`src/design/ssfp_pkg.sv`:
```
// Shared types and codes for the servo status frame parser.
package ssfp_pkg;

    localparam int unsigned BYTE_W = 8;
    localparam int unsigned OC_W   = 3;
    localparam int unsigned ADDR_W = 3;
    localparam int unsigned DATA_W = 32;

    localparam logic [BYTE_W-1:0] HEADER_RESET = 8'hFF;
    localparam logic [BYTE_W-1:0] ID_RESET     = 8'h01;

    typedef enum logic [OC_W-1:0] {
        OC_OK     = 3'd0,
        OC_HEADER = 3'd1,
        OC_ID     = 3'd2,
        OC_LENGTH = 3'd3,
        OC_SERVO  = 3'd4,
        OC_CHECK  = 3'd5
    } t_outcome;

    typedef struct packed {
        logic [BYTE_W-1:0] header_value;
        logic [BYTE_W-1:0] expected_id;
    } t_cfg;

    typedef struct packed {
        logic [BYTE_W-1:0] payload_byte;
        logic              end_of_packet;
        t_outcome          outcome;
        logic [BYTE_W-1:0] servo_status;
    } t_result;

endpackage

```
`src/design/ssfp_cfg_regs.sv`:
```
// APB register file: header value and expected servo ID.
module ssfp_cfg_regs (
    input  logic                         i_clk,
    input  logic                         i_rst_n,
    input  logic                         psel,
    input  logic                         penable,
    input  logic                         pwrite,
    input  logic [ssfp_pkg::ADDR_W-1:0]  paddr,
    input  logic [ssfp_pkg::DATA_W-1:0]  pwdata,
    output logic [ssfp_pkg::DATA_W-1:0]  prdata,
    output logic                         pready,
    output ssfp_pkg::t_cfg               o_cfg
);
    import ssfp_pkg::*;

    localparam logic REG_HEADER = 1'b0;
    localparam logic REG_ID     = 1'b1;

    logic       w_write;
    logic       w_sel;
    logic [BYTE_W-1:0] r_header;
    logic [BYTE_W-1:0] r_id;

    assign pready  = 1'b1;
    assign w_sel   = paddr[ADDR_W-1];
    assign w_write = psel && penable && pwrite;

    always_ff @(posedge i_clk) begin
        if (!i_rst_n) begin
            r_header <= HEADER_RESET;
            r_id     <= ID_RESET;
        end else if (w_write) begin
            unique case (w_sel)
                REG_HEADER: r_header <= pwdata[BYTE_W-1:0];
                REG_ID:     r_id     <= pwdata[BYTE_W-1:0];
                default:    ;
            endcase
        end
    end

    always_comb begin
        prdata = '0;
        unique case (w_sel)
            REG_HEADER: prdata[BYTE_W-1:0] = r_header;
            REG_ID:     prdata[BYTE_W-1:0] = r_id;
            default:    prdata = '0;
        endcase
    end

    assign o_cfg = '{header_value: r_header, expected_id: r_id};

endmodule

```
`src/design/ssfp_parse_core.sv`:
```
// Packet phase tracking, checksum accumulation and per-byte result decode.
module ssfp_parse_core (
    input  logic                        i_clk,
    input  logic                        i_rst_n,
    input  logic                        i_accept,
    input  logic [ssfp_pkg::BYTE_W-1:0] i_byte,
    input  ssfp_pkg::t_cfg              i_cfg,
    output logic                        o_hit,
    output ssfp_pkg::t_result           o_res
);
    import ssfp_pkg::*;

    localparam logic [BYTE_W-1:0] MIN_LEN = 8'd2;

    typedef enum logic [2:0] {
        PH_HDR1   = 3'd0,
        PH_HDR2   = 3'd1,
        PH_ID     = 3'd2,
        PH_LEN    = 3'd3,
        PH_STATUS = 3'd4,
        PH_BODY   = 3'd5
    } t_phase;

    t_phase            r_phase,      n_phase;
    logic              r_first_ok,   n_first_ok;
    logic [BYTE_W-1:0] r_bytes_left, n_bytes_left;
    logic [BYTE_W-1:0] r_sum,        n_sum;
    logic [BYTE_W-1:0] r_status,     n_status;
    logic              w_restart;

    always_comb begin
        n_phase      = r_phase;
        n_first_ok   = r_first_ok;
        n_bytes_left = r_bytes_left;
        n_sum        = r_sum;
        n_status     = r_status;
        w_restart    = 1'b0;
        o_hit        = 1'b0;
        o_res        = '{payload_byte: '0, end_of_packet: 1'b0,
                         outcome: OC_OK, servo_status: r_status};

        unique case (r_phase)
            PH_HDR2: begin
                if (r_first_ok && (i_byte == i_cfg.header_value)) begin
                    n_phase = PH_ID;
                end else begin
                    o_hit                = 1'b1;
                    o_res.end_of_packet  = 1'b1;
                    o_res.outcome        = OC_HEADER;
                    o_res.servo_status   = '0;
                    w_restart            = 1'b1;
                end
            end
            PH_ID: begin
                if (i_byte != i_cfg.expected_id) begin
                    o_hit               = 1'b1;
                    o_res.end_of_packet = 1'b1;
                    o_res.outcome       = OC_ID;
                    w_restart           = 1'b1;
                end else begin
                    n_sum   = i_byte;
                    n_phase = PH_LEN;
                end
            end
            PH_LEN: begin
                if (i_byte < MIN_LEN) begin
                    o_hit               = 1'b1;
                    o_res.end_of_packet = 1'b1;
                    o_res.outcome       = OC_LENGTH;
                    w_restart           = 1'b1;
                end else begin
                    n_sum        = r_sum + i_byte;
                    n_bytes_left = i_byte - 8'd1;
                    n_phase      = PH_STATUS;
                end
            end
            PH_STATUS: begin
                n_status = i_byte;
                n_sum    = r_sum + i_byte;
                n_phase  = PH_BODY;
            end
            PH_BODY: begin
                o_hit = 1'b1;
                if (r_bytes_left > 8'd1) begin
                    // payload byte: pass through and fold into the sum
                    n_sum              = r_sum + i_byte;
                    n_bytes_left       = r_bytes_left - 8'd1;
                    o_res.payload_byte = i_byte;
                end else begin
                    // checksum byte: servo error wins over a bad checksum
                    o_res.end_of_packet = 1'b1;
                    if (r_status != '0) begin
                        o_res.outcome = OC_SERVO;
                    end else if (~r_sum != i_byte) begin
                        o_res.outcome = OC_CHECK;
                    end else begin
                        o_res.outcome = OC_OK;
                    end
                    w_restart = 1'b1;
                end
            end
            default: begin
                // first header byte; unused codes land here too
                n_phase      = PH_HDR2;
                n_first_ok   = (i_byte == i_cfg.header_value);
                n_bytes_left = '0;
                n_sum        = '0;
                n_status     = '0;
            end
        endcase

        if (w_restart) begin
            n_phase      = PH_HDR1;
            n_first_ok   = 1'b0;
            n_bytes_left = '0;
            n_sum        = '0;
            n_status     = '0;
        end
    end

    always_ff @(posedge i_clk) begin
        if (!i_rst_n) begin
            r_phase      <= PH_HDR1;
            r_first_ok   <= 1'b0;
            r_bytes_left <= '0;
            r_sum        <= '0;
            r_status     <= '0;
        end else if (i_accept) begin
            r_phase      <= n_phase;
            r_first_ok   <= n_first_ok;
            r_bytes_left <= n_bytes_left;
            r_sum        <= n_sum;
            r_status     <= n_status;
        end
    end

endmodule

```
`src/design/servo_status_frame_parser_unit.sv`:
```
// Latency: a result is valid in the cycle after the byte transfer that causes it.
// Throughput: one received byte per cycle; the output register frees up in the
//   same cycle its result is taken, so input stalls only while a result waits.
// Reset (synchronous, active low): parser back to hunting the first header byte,
//   header value 0xFF, expected ID 0x01, output register empty.
// Config writes take effect at the APB access edge; pready is tied high.
module servo_status_frame_parser_unit (
    input  logic                        i_clk,
    input  logic                        i_rst_n,
    // receive byte channel
    input  logic                        i_rx_valid,
    output logic                        o_rx_ready,
    input  logic [ssfp_pkg::BYTE_W-1:0] i_rx_byte,
    // result channel
    output logic                        o_res_valid,
    input  logic                        i_res_ready,
    output logic [ssfp_pkg::BYTE_W-1:0] o_payload_byte,
    output logic                        o_end_of_packet,
    output logic [ssfp_pkg::OC_W-1:0]   o_outcome,
    output logic [ssfp_pkg::BYTE_W-1:0] o_servo_status,
    // APB configuration port
    input  logic                        psel,
    input  logic                        penable,
    input  logic                        pwrite,
    input  logic [ssfp_pkg::ADDR_W-1:0] paddr,
    input  logic [ssfp_pkg::DATA_W-1:0] pwdata,
    output logic [ssfp_pkg::DATA_W-1:0] prdata,
    output logic                        pready
);
    import ssfp_pkg::*;

    t_cfg    w_cfg;
    t_result w_res;
    logic    w_hit;
    logic    w_accept;

    logic    r_res_valid;
    t_result r_res;

    ssfp_cfg_regs u_cfg (
        .i_clk   (i_clk),
        .i_rst_n (i_rst_n),
        .psel    (psel),
        .penable (penable),
        .pwrite  (pwrite),
        .paddr   (paddr),
        .pwdata  (pwdata),
        .prdata  (prdata),
        .pready  (pready),
        .o_cfg   (w_cfg)
    );

    // The byte is decoded in the cycle of its transfer; state advances at that edge.
    ssfp_parse_core u_core (
        .i_clk    (i_clk),
        .i_rst_n  (i_rst_n),
        .i_accept (w_accept),
        .i_byte   (i_rx_byte),
        .i_cfg    (w_cfg),
        .o_hit    (w_hit),
        .o_res    (w_res)
    );

    // Output register: a new byte is taken when the slot is empty or draining now.
    assign o_rx_ready = !r_res_valid || i_res_ready;
    assign w_accept   = i_rx_valid && o_rx_ready;

    always_ff @(posedge i_clk) begin
        if (!i_rst_n) begin
            r_res_valid <= 1'b0;
        end else if (w_accept) begin
            r_res_valid <= w_hit;
        end else if (i_res_ready) begin
            r_res_valid <= 1'b0;
        end
    end

    // payload only, no reset needed
    always_ff @(posedge i_clk) begin
        if (w_accept && w_hit) begin
            r_res <= w_res;
        end
    end

    assign o_res_valid     = r_res_valid;
    assign o_payload_byte  = r_res.payload_byte;
    assign o_end_of_packet = r_res.end_of_packet;
    assign o_outcome       = r_res.outcome;
    assign o_servo_status  = r_res.servo_status;

`ifndef SYNTHESIS
    // end results never carry a payload byte
    a_eop_no_payload: assert property (@(posedge i_clk) disable iff (!i_rst_n)
        (r_res_valid && r_res.end_of_packet) |-> (r_res.payload_byte == '0))
        else $error("end result carries payload byte");

    // payload results always report ok
    a_payload_ok: assert property (@(posedge i_clk) disable iff (!i_rst_n)
        (r_res_valid && !r_res.end_of_packet) |-> (r_res.outcome == OC_OK))
        else $error("payload result with nonzero outcome");

    // early aborts happen before the status byte, so status must read zero
    a_abort_no_status: assert property (@(posedge i_clk) disable iff (!i_rst_n)
        (r_res_valid && (r_res.outcome == OC_HEADER || r_res.outcome == OC_ID ||
                         r_res.outcome == OC_LENGTH))
        |-> (r_res.servo_status == '0))
        else $error("header/id/length abort reports a status byte");

    // servo error outcome only with a nonzero status
    a_servo_err_status: assert property (@(posedge i_clk) disable iff (!i_rst_n)
        (r_res_valid && r_res.outcome == OC_SERVO) |-> (r_res.servo_status != '0))
        else $error("servo error outcome with zero status");
`endif

endmodule

```
`config.mk`:
```
export PLATFORM = sky130hd
export DESIGN_NAME = servo_status_frame_parser_unit
export DESIGN_NICKNAME = d
export VERILOG_FILES = /design/src/design/ssfp_pkg.sv /design/src/design/ssfp_cfg_regs.sv /design/src/design/ssfp_parse_core.sv /design/src/design/servo_status_frame_parser_unit.sv
export SDC_FILE = /design/constraint.sdc
export NUM_CORES = 1
export LEC_CHECK = 0
export BUFFER_PORTS_ARGS = -buffer_cell sky130_fd_sc_hd__buf_2
export CAP_MARGIN = 20
export CORE_MARGIN = 2
export CORE_UTILIZATION = 30
export CTS_CLUSTER_SIZE = 16
export DETAILED_ROUTE_END_ITERATION = 10
export PLACE_DENSITY_LB_ADDON = 0.05
export SYNTH_ARGS = -nofsm -noshare
export SYNTH_HDL_FRONTEND = slang
export SYNTH_HIERARCHICAL = 1
export SYNTH_SLANG_ARGS = --single-unit
```
`constraint.sdc`:
```
create_clock -name i_clk -period 3.9 [get_ports i_clk]
set_input_delay 0.78 -clock i_clk [delete_from_list [all_inputs] [get_ports i_clk]]
set_output_delay 0.78 -clock i_clk [all_outputs]
set_load 0.03 [all_outputs]
```
==> results of run 1 <==
## flip-flops by register name (all words and copies together) (netlist names)
name                 count
o_outcome                3
u_cfg/r_header           8
u_core/r_bytes_left      8
o_res_valid              1
o_end_of_packet          1
u_core/r_sum             8
o_servo_status           8
u_core/r_phase           3
u_core/r_status          8
u_cfg/r_id               8
u_core/r_first_ok        1
o_payload_byte           8
## per-stage QoR
| stage | power (mW) | setup slack (ns) |
|---|---|---|
| floorplan | 1.040 | 0.9864 |
| global placement | 1.103 | 0.7835 |
| detailed placement | 1.102 | 0.7553 |
| CTS | 1.980 | 1.113 |
| global route | 2.041 | 0.9198 |
| finish | 1.945 | 1.158 |
## power breakdown
part / internal [mW] / switching (mW) / total [mW] / leakage [nW]
Combinational: 0.111 / 0.231 / 0.342 / 1.14
Clock: 0.556 / 0.305 / 0.861 / 0.146
Sequential: 0.725 / 0.0177 / 0.743 / 0.553
## critical path, stage by stage
cell	delay, ns
buf_2	0.19
nor4_1	0.46
nand2b_1	0.12
nor4_2	0.21
buf_4	0.20
a2111o_1	0.12
nand2_1	0.11
nor2b_4	0.50
## layout make-up
cell class	instances	area share, %
clock buffers	10	4.934
clock inverters	6	1.806
inverters	11	0.8897
multi-input cells	320	48.26
flip-flops and latches	65	32.35
well taps	176	4.745
repair buffers	61	7.010
## per-layer routing
| layer | vias up | global-route usage, % |
|---|---|---|
| li1 | 1521 | - |
| met1 | 1392 | 19.83 |
| met2 | 66 | 22.16 |
| met3 | 14 | 2.994 |
| met4 | 0 | 6.397 |
| met5 | - | 0 |
## logic make-up (layout without fill, tap and decap cells)
logic type / after synthesis / count (layout)
and+or+nand+nor: 157 / 157
DFF: 65 / 65
buffers and inverters: 63 / 88
AOI/OAI and AO/OA: 51 / 51
muxes: 42 / 42
xor gates and xnor gates: 34 / 34
adders and majority gates: 11 / 11
other: 2 / 25
## placed cells by master (no fill, tap or decap), drive strengths merged, types with 3 or more instances in the layout
| master | n |
|---|---|
| buf | 61 |
| nand2 | 51 |
| dfxtp | 45 |
| mux2i | 34 |
| nor2b | 29 |
| conb | 25 |
| xor2 | 21 |
| edfxtp | 20 |
| nand3 | 19 |
| xnor2 | 13 |
| o21ai | 12 |
| nor4 | 12 |
| nor2 | 11 |
| inv | 10 |
| ha | 10 |
| clkbuf | 10 |
| o22ai | 9 |
| nor3 | 9 |
| mux2 | 8 |
| a21oi | 8 |
| and2 | 7 |
| a22oi | 5 |
| nand2b | 5 |
| or3 | 3 |
| clkinv | 3 |
## worst max-delay path by stage
stage                      start           endpoint  slack [ns]  cells after the start
floorplan           i_rx_byte[7]    o_end_of_packet        0.99                      8
global placement    i_rx_byte[5]  o_payload_byte[1]        0.78                      8
detailed placement  i_rx_byte[5]  o_payload_byte[1]        0.76                      8
CTS                 i_rx_byte[5]  o_payload_byte[1]        1.11                      8
global route        i_rx_byte[5]  o_payload_byte[0]        0.92                      8
finish              i_rx_byte[5]  o_payload_byte[1]        1.16                      8
==> flow_summary.yaml, run 1 <==
status:
  status: "finished, final reports clean"
drt:
  wl_met1_um: 4905
  dr_wl_met3_um: 344
  wl_met2_um: 4218
  wl_per_cell_um: 14.87
  drt_iter0_markers: 147
  vias_per_cell: 4.612
  routed_wl_um: 9649
  top_layer: "met4"
  dr.pass1.iters: 4
  ant_nets: 0
  drc_errors: 0
  num_vias: 2993
run:
  drv_cap: 0
critical_path:
  reg2reg_depth: 6
  crit_path_max_fanout: 20
  r2r_start: "u_core/r_phase[0]"
  critPathKind: "input pin to register"
  reg2reg_to: "o_payload_byte[1]"
  critical_path_arrival_ns: 2.71
  worstPathRequired_ns: 3.87
  reg2reg_slack_ns: 1.24
  end_kind: "register"
  setup.worst_path.start_class: "input pin"
cells_and_area:
  seq_area_um2: 1501
  fin_cells: 649
  area_delta_synth_final_pct: 14.69
  multi_input_area_um2: 2240
  utilization_pct: 35.18
  fin_area_um2: 4641
  final_layout_size_suffix_gt1_share_pct: 21.35
  fillers: 1370
  diodes: 0
  nets: 529
timing:
  grt_setup_unrepaired: "no"
  finClkSkew_ns: 0.003952
  tightest_slew_ns: 0.5862
  clock.fmax_ghz: 0.3647
  fin_tns_setup_ns: 0
  whs_ns: 0.4547
  hold_viol: 0
  relSlewSlack_pct: 60.79
  post-route-period-util_pct: 70.30
  setup_viol: 0
  period_needed_ns: 2.742
  drv_slew: 0
floorplan:
  core_area_um2: 13190
  die_w_um: 120.1
  rows: 42
  dieArea_um2: 14430
  ioPinCount: 105
  die_y_um: 120.1
  initial_utilization_pct: 30.68
grt:
  grt_use_total_pct: 14.55
  overflow: 0
  grt_pass1_wl_um: 16020
  grt_pass1_vias: 2925
  grt_max_degree: 65
  antenna_found_initial: 0
yosys:
  ys_warn_count: 6
  synth_top_family_by_area: "simple AND/OR/NAND/NOR gates"
  synth_edf_count: 20
  ys_types: 60
  synth_xor_area_share_pct: 7.359
  synth_compound_area_share_pct: 9.307
  synth_top_area_share_pct: 22.26
  yosysMostFrequentCell: "nand2_1"
  synth_area_leader_cell: "dfxtp_1"
  ys_ff_latch: 65
  synth_common_cells: "nand2_1 (51), dfxtp_1 (45), mux2i_1 (34)"
  syn_area_per_cell_um2: 9.521
  synth_mux_area_share_pct: 10.64
  yosysSeqAreaShare_pct: 37.11
  synth_area_um2: 4046
  synth_ff_type: "dfxtp_1"
  syn_inst: 425
  synth-simple-area-share_pct: 22.14
  async_reset_ff_share_pct: 0
  synthAdderAreaFrac_pct: 3.587
  synth.area.top_cells: "dfxtp_1 (22%), edfxtp_1 (15%), mux2i_1 (8.4%)"
placement:
  dp_cells: 633
  place_area_um2: 4328
  gp_congestion: 0.7865
  io_buffers: 53
  dp_hpwl_um: 6724
clock_network:
  cts_buffers: 9
  root_buffer: "clkbuf_16"
  ctsLongestPathBuffers: 2
  clock_latency_ns: 0.34
  h-tree-depth: 3
  cts_hold_buf: 0
  ctsResizeCount: 0
  postCtsSetupBuffers: 0
  cts_num_sinks: 65
  cts_tree: "yes"
  path_clk_slew_ns: 0.05
hold_path:
  whs_path_depth: 2
  hp-class: "register to register"
  hold_path_end: "u_core/r_sum[0]"
  hold_path_startpoint: "u_core/r_sum[0]"
pwr:
  ir_worst_vdd_mv: 0.1864
  leakagePower_nw: 1.836
  power-per-cell-area_nw_per_um2: 419.2
No activity file was read; power rests on OpenSTA's default activity.
==> inputs of run 2 (changes only) <==
==> constraint.sdc (replaced) <==
create_clock -name i_clk -period 2.7 [get_ports i_clk]
set_input_delay 0.54 -clock i_clk [delete_from_list [all_inputs] [get_ports i_clk]]
set_output_delay 0.54 -clock i_clk [all_outputs]
set_load 0.03 [all_outputs]
==> run 2 against run 1 <==
Critical path depth up 2. Setup slack worse by 0.79 ns. Non-clock buffer count up 20. Critical endpoint is now u_core/r_bytes_left[7]. Largest cell class unchanged.
==> flow_summary.yaml, run 2 (same netlist as run 1, synthesis figures left out) <==
timing:
  setup_viol: 0
  period_needed_ns: 2.332
  tightest_slew_ns: 0.5675
  finClkSkew_ns: 0.008997
  fin_tns_setup_ns: 0
  clock.fmax_ghz: 0.4288
  hold_viol: 0
  grt_setup_unrepaired: "no"
  post-route-period-util_pct: 86.37
  relSlewSlack_pct: 62.14
  drv_slew: 0
cells_and_area:
  mostFrequentLayoutCells: "buf_2 (53), nand2_1 (51), dfxtp_1 (45)"
  fin_cells: 669
  diodes: 0
  area_delta_synth_final_pct: 19.60
  final_common_cell: "buf_2"
  final_layout_size_suffix_gt1_share_pct: 24.95
  nets: 549
floorplan:
  ioPinCount: 105
  die_w_um: 120.1
  rows: 42
  die_y_um: 120.1
  initial_utilization_pct: 30.68
  dieArea_um2: 14430
  core_area_um2: 13190
clock_network:
  ctsLongestPathBuffers: 2
  path_clk_slew_ns: 0.06
  h-tree-depth: 3
  cts_hold_buf: 0
  root_buffer: "clkbuf_16"
  cts_buffers: 9
  ctsResizeCount: 0
  clock_latency_ns: 0.35
  cts_tree: "yes"
  cts_num_sinks: 65
  postCtsSetupBuffers: 0
drt:
  ant_nets: 0
  num_vias: 3050
  vias_per_cell: 4.559
  dr.pass1.iters: 4
  routed_wl_um: 9882
  drt_iter0_markers: 113
  drc_errors: 0
  wl_per_cell_um: 14.77
run:
  drv_cap: 0
placement:
  gp_congestion: 0.7824
  dp_cells: 653
  dp_hpwl_um: 7237
  io_buffers: 53
critical_path:
  critical_path.slowest_cell: "nor4_1"
  reg2reg_slack_ns: 0.41
  critical_path_arrival_ns: 2.60
  reg2reg_depth: 9
  worstPathRequired_ns: 2.97
  critPathKind: "input pin to register"
  setup.worst_path.start_class: "input pin"
  reg2reg_to: "u_core/r_bytes_left[7]"
  path_cells: "buf_2 -> xor2_1 -> nor4_1 -> buf_4 -> a311oi_2 -> buf_4 -> nor4_4 -> buf_4 -> nand3_1 -> mux2i_1"
  crit_path_start: "i_rx_byte[2]"
  r2r_start: "u_cfg/r_header[5]"
  cp_common_cell: "buf_4"
  critical_path.endpoint: "u_core/r_bytes_left[7]"
  crit_path_max_fanout: 12
  end_kind: "register"
  slowest_delay_ns: 0.40
hold_path:
  hp-class: "register to register"
  hold_path_startpoint: "u_core/r_sum[6]"
grt:
  grt_max_degree: 41
  grt_use_total_pct: 14.58
  overflow: 0
  antenna_found_initial: 0
  grt_pass1_vias: 3022
  grt_pass1_wl_um: 16040
pwr:
  ir_worst_vdd_mv: 0.2851
  leakagePower_nw: 1.956
  power-per-cell-area_nw_per_um2: 593.2
status:
  status: "finished, final reports clean"
[run 2: changes by cell type in the layout (fill, tap and decap cells not counted), sizes merged]
| cell | previous run | this run |
|---|---|---|
| bufinv | 2 | 1 |
| inv | 10 | 11 |
| clkinvlp | 2 | 0 |
| buf | 61 | 81 |
| clkinv | 3 | 5 |
[run 2: through the flow]
step,setup slack (ns),area [µm²],util [%],hold WS (ns),total power [mW]
final,0.3680,4840,36.69,0.4517,2.871
after global routing,0.2920,4840,36.69,0.4573,3.004
after CTS,0.3915,4840,36.69,0.4449,2.921
after detailed placement,0.03023,4516,34.23,0.4490,1.641
after global placement,0.03205,4516,34.23,0.4428,1.643
after floorplan,0.02644,4133,-,0.4291,1.502
[run 2: final cells by class]
cell class | instances | area, µm²
Fill cell | 1360 | 8351
Clock buffer | 10 | 250.2
Inverter | 11 | 41.29
Tap cell | 176 | 220.2
Sequential cell | 65 | 1501
Multi-Input combinational cell | 320 | 2240
Clock inverter | 6 | 73.82
Timing Repair Buffer | 81 | 513.0
[run 2: where the power goes]
group          leakage (nW)  total (mW)  internal (mW)  switching, mW
clock                 0.158        1.26          0.780          0.477
combinational          1.24       0.542          0.201          0.341
sequential            0.553        1.07           1.05         0.0255
[run 2: layer usage]
metal	vias to the layer above	global-route usage [%]	wire length [µm]
met4	0	5.294	128
met3	8	4.040	456
li1	1557	-	-
met5	-	0	0
met2	67	23.47	4584
met1	1418	18.62	4712
[run 2: critical path: cells and delay by family]
family,cells,cell delay [ns]
mux,1,0.16
buf+inv,4,0.79
simple gates,3,0.76
xor+xnor,1,0.17
compound gates,1,0.15
[run 2: how the worst min path moves through the flow]
stage                      end  slack (ns)  depth (start not counted)
5_1_grt          u_cfg/r_id[1]        0.46                          3
3_5_place_dp   u_core/r_sum[0]        0.45                          2
2_1_floorplan  u_core/r_sum[2]        0.43                          2
4_1_cts          u_cfg/r_id[1]        0.44                          3
3_3_place_gp   u_core/r_sum[0]        0.44                          2
6_report       u_core/r_sum[6]        0.45                          2
==> inputs of run 3 (changes only) <==
--- a/config.mk
+++ b/config.mk
@@ -5,7 +5,7 @@
 export SDC_FILE = /design/constraint.sdc
 export NUM_CORES = 1
 export LEC_CHECK = 0
-export BUFFER_PORTS_ARGS = -buffer_cell sky130_fd_sc_hd__buf_2
+export BUFFER_PORTS_ARGS = -buffer_cell sky130_fd_sc_hd__buf_4
 export CAP_MARGIN = 20
 export CORE_MARGIN = 2
 export CORE_UTILIZATION = 30
==> run 3 against run 2 <==
Via count is 1.0% higher. Sequential cell count stayed put. Clock skew is 0.00078 ns higher. Critical path depth is 2 lower. Clock power is 6% higher. Total power is 3.5% higher. Combinational power is 3% higher. Sequential power hardly changed. Setup slack better by 0.056 ns. First-iteration DRC count is 17% higher. Non-clock buffer count is 4 lower. Critical path type unchanged. Largest cell class unchanged. Largest power group unchanged. Highest routed layer unchanged.
==> flow_summary.yaml, run 3 (same netlist as run 1, synthesis figures left out) <==
status:
  status: "finished, final reports clean"
cells_and_area:
  area_delta_synth_final_pct: 22.36
  diodes: 0
  fillers: 1380
  final_layout_size_suffix_gt1_share_pct: 24.34
  mostFrequentLayoutCells: "buf_4 (75), nand2_1 (51), dfxtp_1 (45)"
  final_common_cell: "buf_4"
  nets: 545
  fin_cells: 665
  fin_area_um2: 4951
timing:
  period_needed_ns: 2.276
  fin_tns_setup_ns: 0
  relSlewSlack_pct: 61.32
  setup_viol: 0
  hold_viol: 0
  grt_setup_unrepaired: "no"
  whs_ns: 0.4560
  clock.fmax_ghz: 0.4393
  post-route-period-util_pct: 84.30
  drv_slew: 0
  finClkSkew_ns: 0.009772
  tightest_slew_ns: 0.5798
critical_path:
  critical_path.endpoint: "o_payload_byte[0]"
  path_cells: "buf_4 -> xor2_1 -> nor4_1 -> a311oi_2 -> a2111o_1 -> nand2_1 -> nor2b_4 -> buf_12"
  reg2reg_slack_ns: 0.46
  critPathKind: "input pin to register"
  slowest_delay_ns: 0.43
  reg2reg_to: "o_payload_byte[0]"
  critical_path_arrival_ns: 2.37
  critical_path.slowest_cell: "a2111o_1"
  crit_path_start: "i_rx_byte[0]"
  r2r_start: "u_cfg/r_header[1]"
  worstPathRequired_ns: 2.79
  crit_path_max_fanout: 20
  reg2reg_depth: 7
  setup.worst_path.start_class: "input pin"
  end_kind: "register"
clock_network:
  cts_hold_buf: 0
  path_clk_slew_ns: 0.06
  cts_tree: "yes"
  clock_latency_ns: 0.33
  h-tree-depth: 3
  root_buffer: "clkbuf_16"
  cts_num_sinks: 65
  ctsResizeCount: 0
  postCtsSetupBuffers: 0
  cts_buffers: 9
  ctsLongestPathBuffers: 2
drt:
  routed_wl_um: 9874
  vias_per_cell: 4.635
  wl_per_cell_um: 14.85
  num_vias: 3082
  drc_errors: 0
  ant_nets: 0
  drt_iter0_markers: 132
  dr.pass1.iters: 4
grt:
  grt_use_total_pct: 14.41
  grt_pass1_wl_um: 16060
  grt_max_degree: 41
  grt_pass1_vias: 3055
  overflow: 0
  antenna_found_initial: 0
hold_path:
  hp-class: "register to register"
  hold_path_startpoint: "u_core/r_sum[3]"
floorplan:
  die_w_um: 120.1
  core_area_um2: 13190
  rows: 42
  dieArea_um2: 14430
  die_y_um: 120.1
  initial_utilization_pct: 30.68
  ioPinCount: 105
placement:
  place_area_um2: 4606
  io_buffers: 53
  gp_congestion: 0.7795
  dp_hpwl_um: 7036
  dp_cells: 649
pwr:
  ir_worst_vdd_mv: 0.2925
  power.total_mw: 2.971
  leakagePower_nw: 1.987
  power-per-cell-area_nw_per_um2: 600.1
run:
  drv_cap: 0
-- run 3: worst max-delay path, delay by kind of cell --
kind	cells	cell delay, ns
compound gates	2	0.71
xor+xnor	1	0.17
buf+inv	2	0.32
simple gates	3	0.61
-- run 3: routing by layer --
metal  GRT usage [%]  wire length (µm)  part of all wire, %
met5               0                 0                    0
met4           5.074                81                 0.82
met3           2.899               375                  3.8
met2           23.65              4787                   48
met1           18.77              4630                   47
-- run 3: worst min path at each step --
stage	to	slack (ns)	cells after the start
final	u_core/r_sum[3]	0.46	2
after global routing	u_cfg/r_header[3]	0.47	3
after CTS	u_cfg/r_id[4]	0.45	3
after detailed placement	u_core/r_sum[5]	0.45	2
after global placement	u_core/r_sum[0]	0.44	2
after floorplan	u_core/r_sum[2]	0.43	2
-- run 3: layout make-up --
class | count | area, µm² | share of cell area [%]
inverters | 11 | 41.29 | 0.8340
clock inverters | 6 | 95.09 | 1.921
well taps | 176 | 220.2 | 4.448
repair buffers | 77 | 603.1 | 12.18
multi-input cells | 320 | 2240 | 45.24
clock buffers | 10 | 250.2 | 5.054
flip-flops and latches | 65 | 1501 | 30.33
-- run 3: stage by stage --
step / setup slack [ns] / util (%)
after floorplan: 0.02644 / -
after global placement: 0.1033 / 34.92
after detailed placement: 0.08570 / 34.92
after CTS: 0.4348 / 37.54
after global routing: 0.2668 / 37.54
final: 0.4238 / 37.54
-- run 3: where the power goes --
group | switching [mW] | internal [mW]
logic | 0.339 | 0.217
registers | 0.0271 | 1.05
clock network | 0.467 | 0.874
total | 0.833 | 2.14
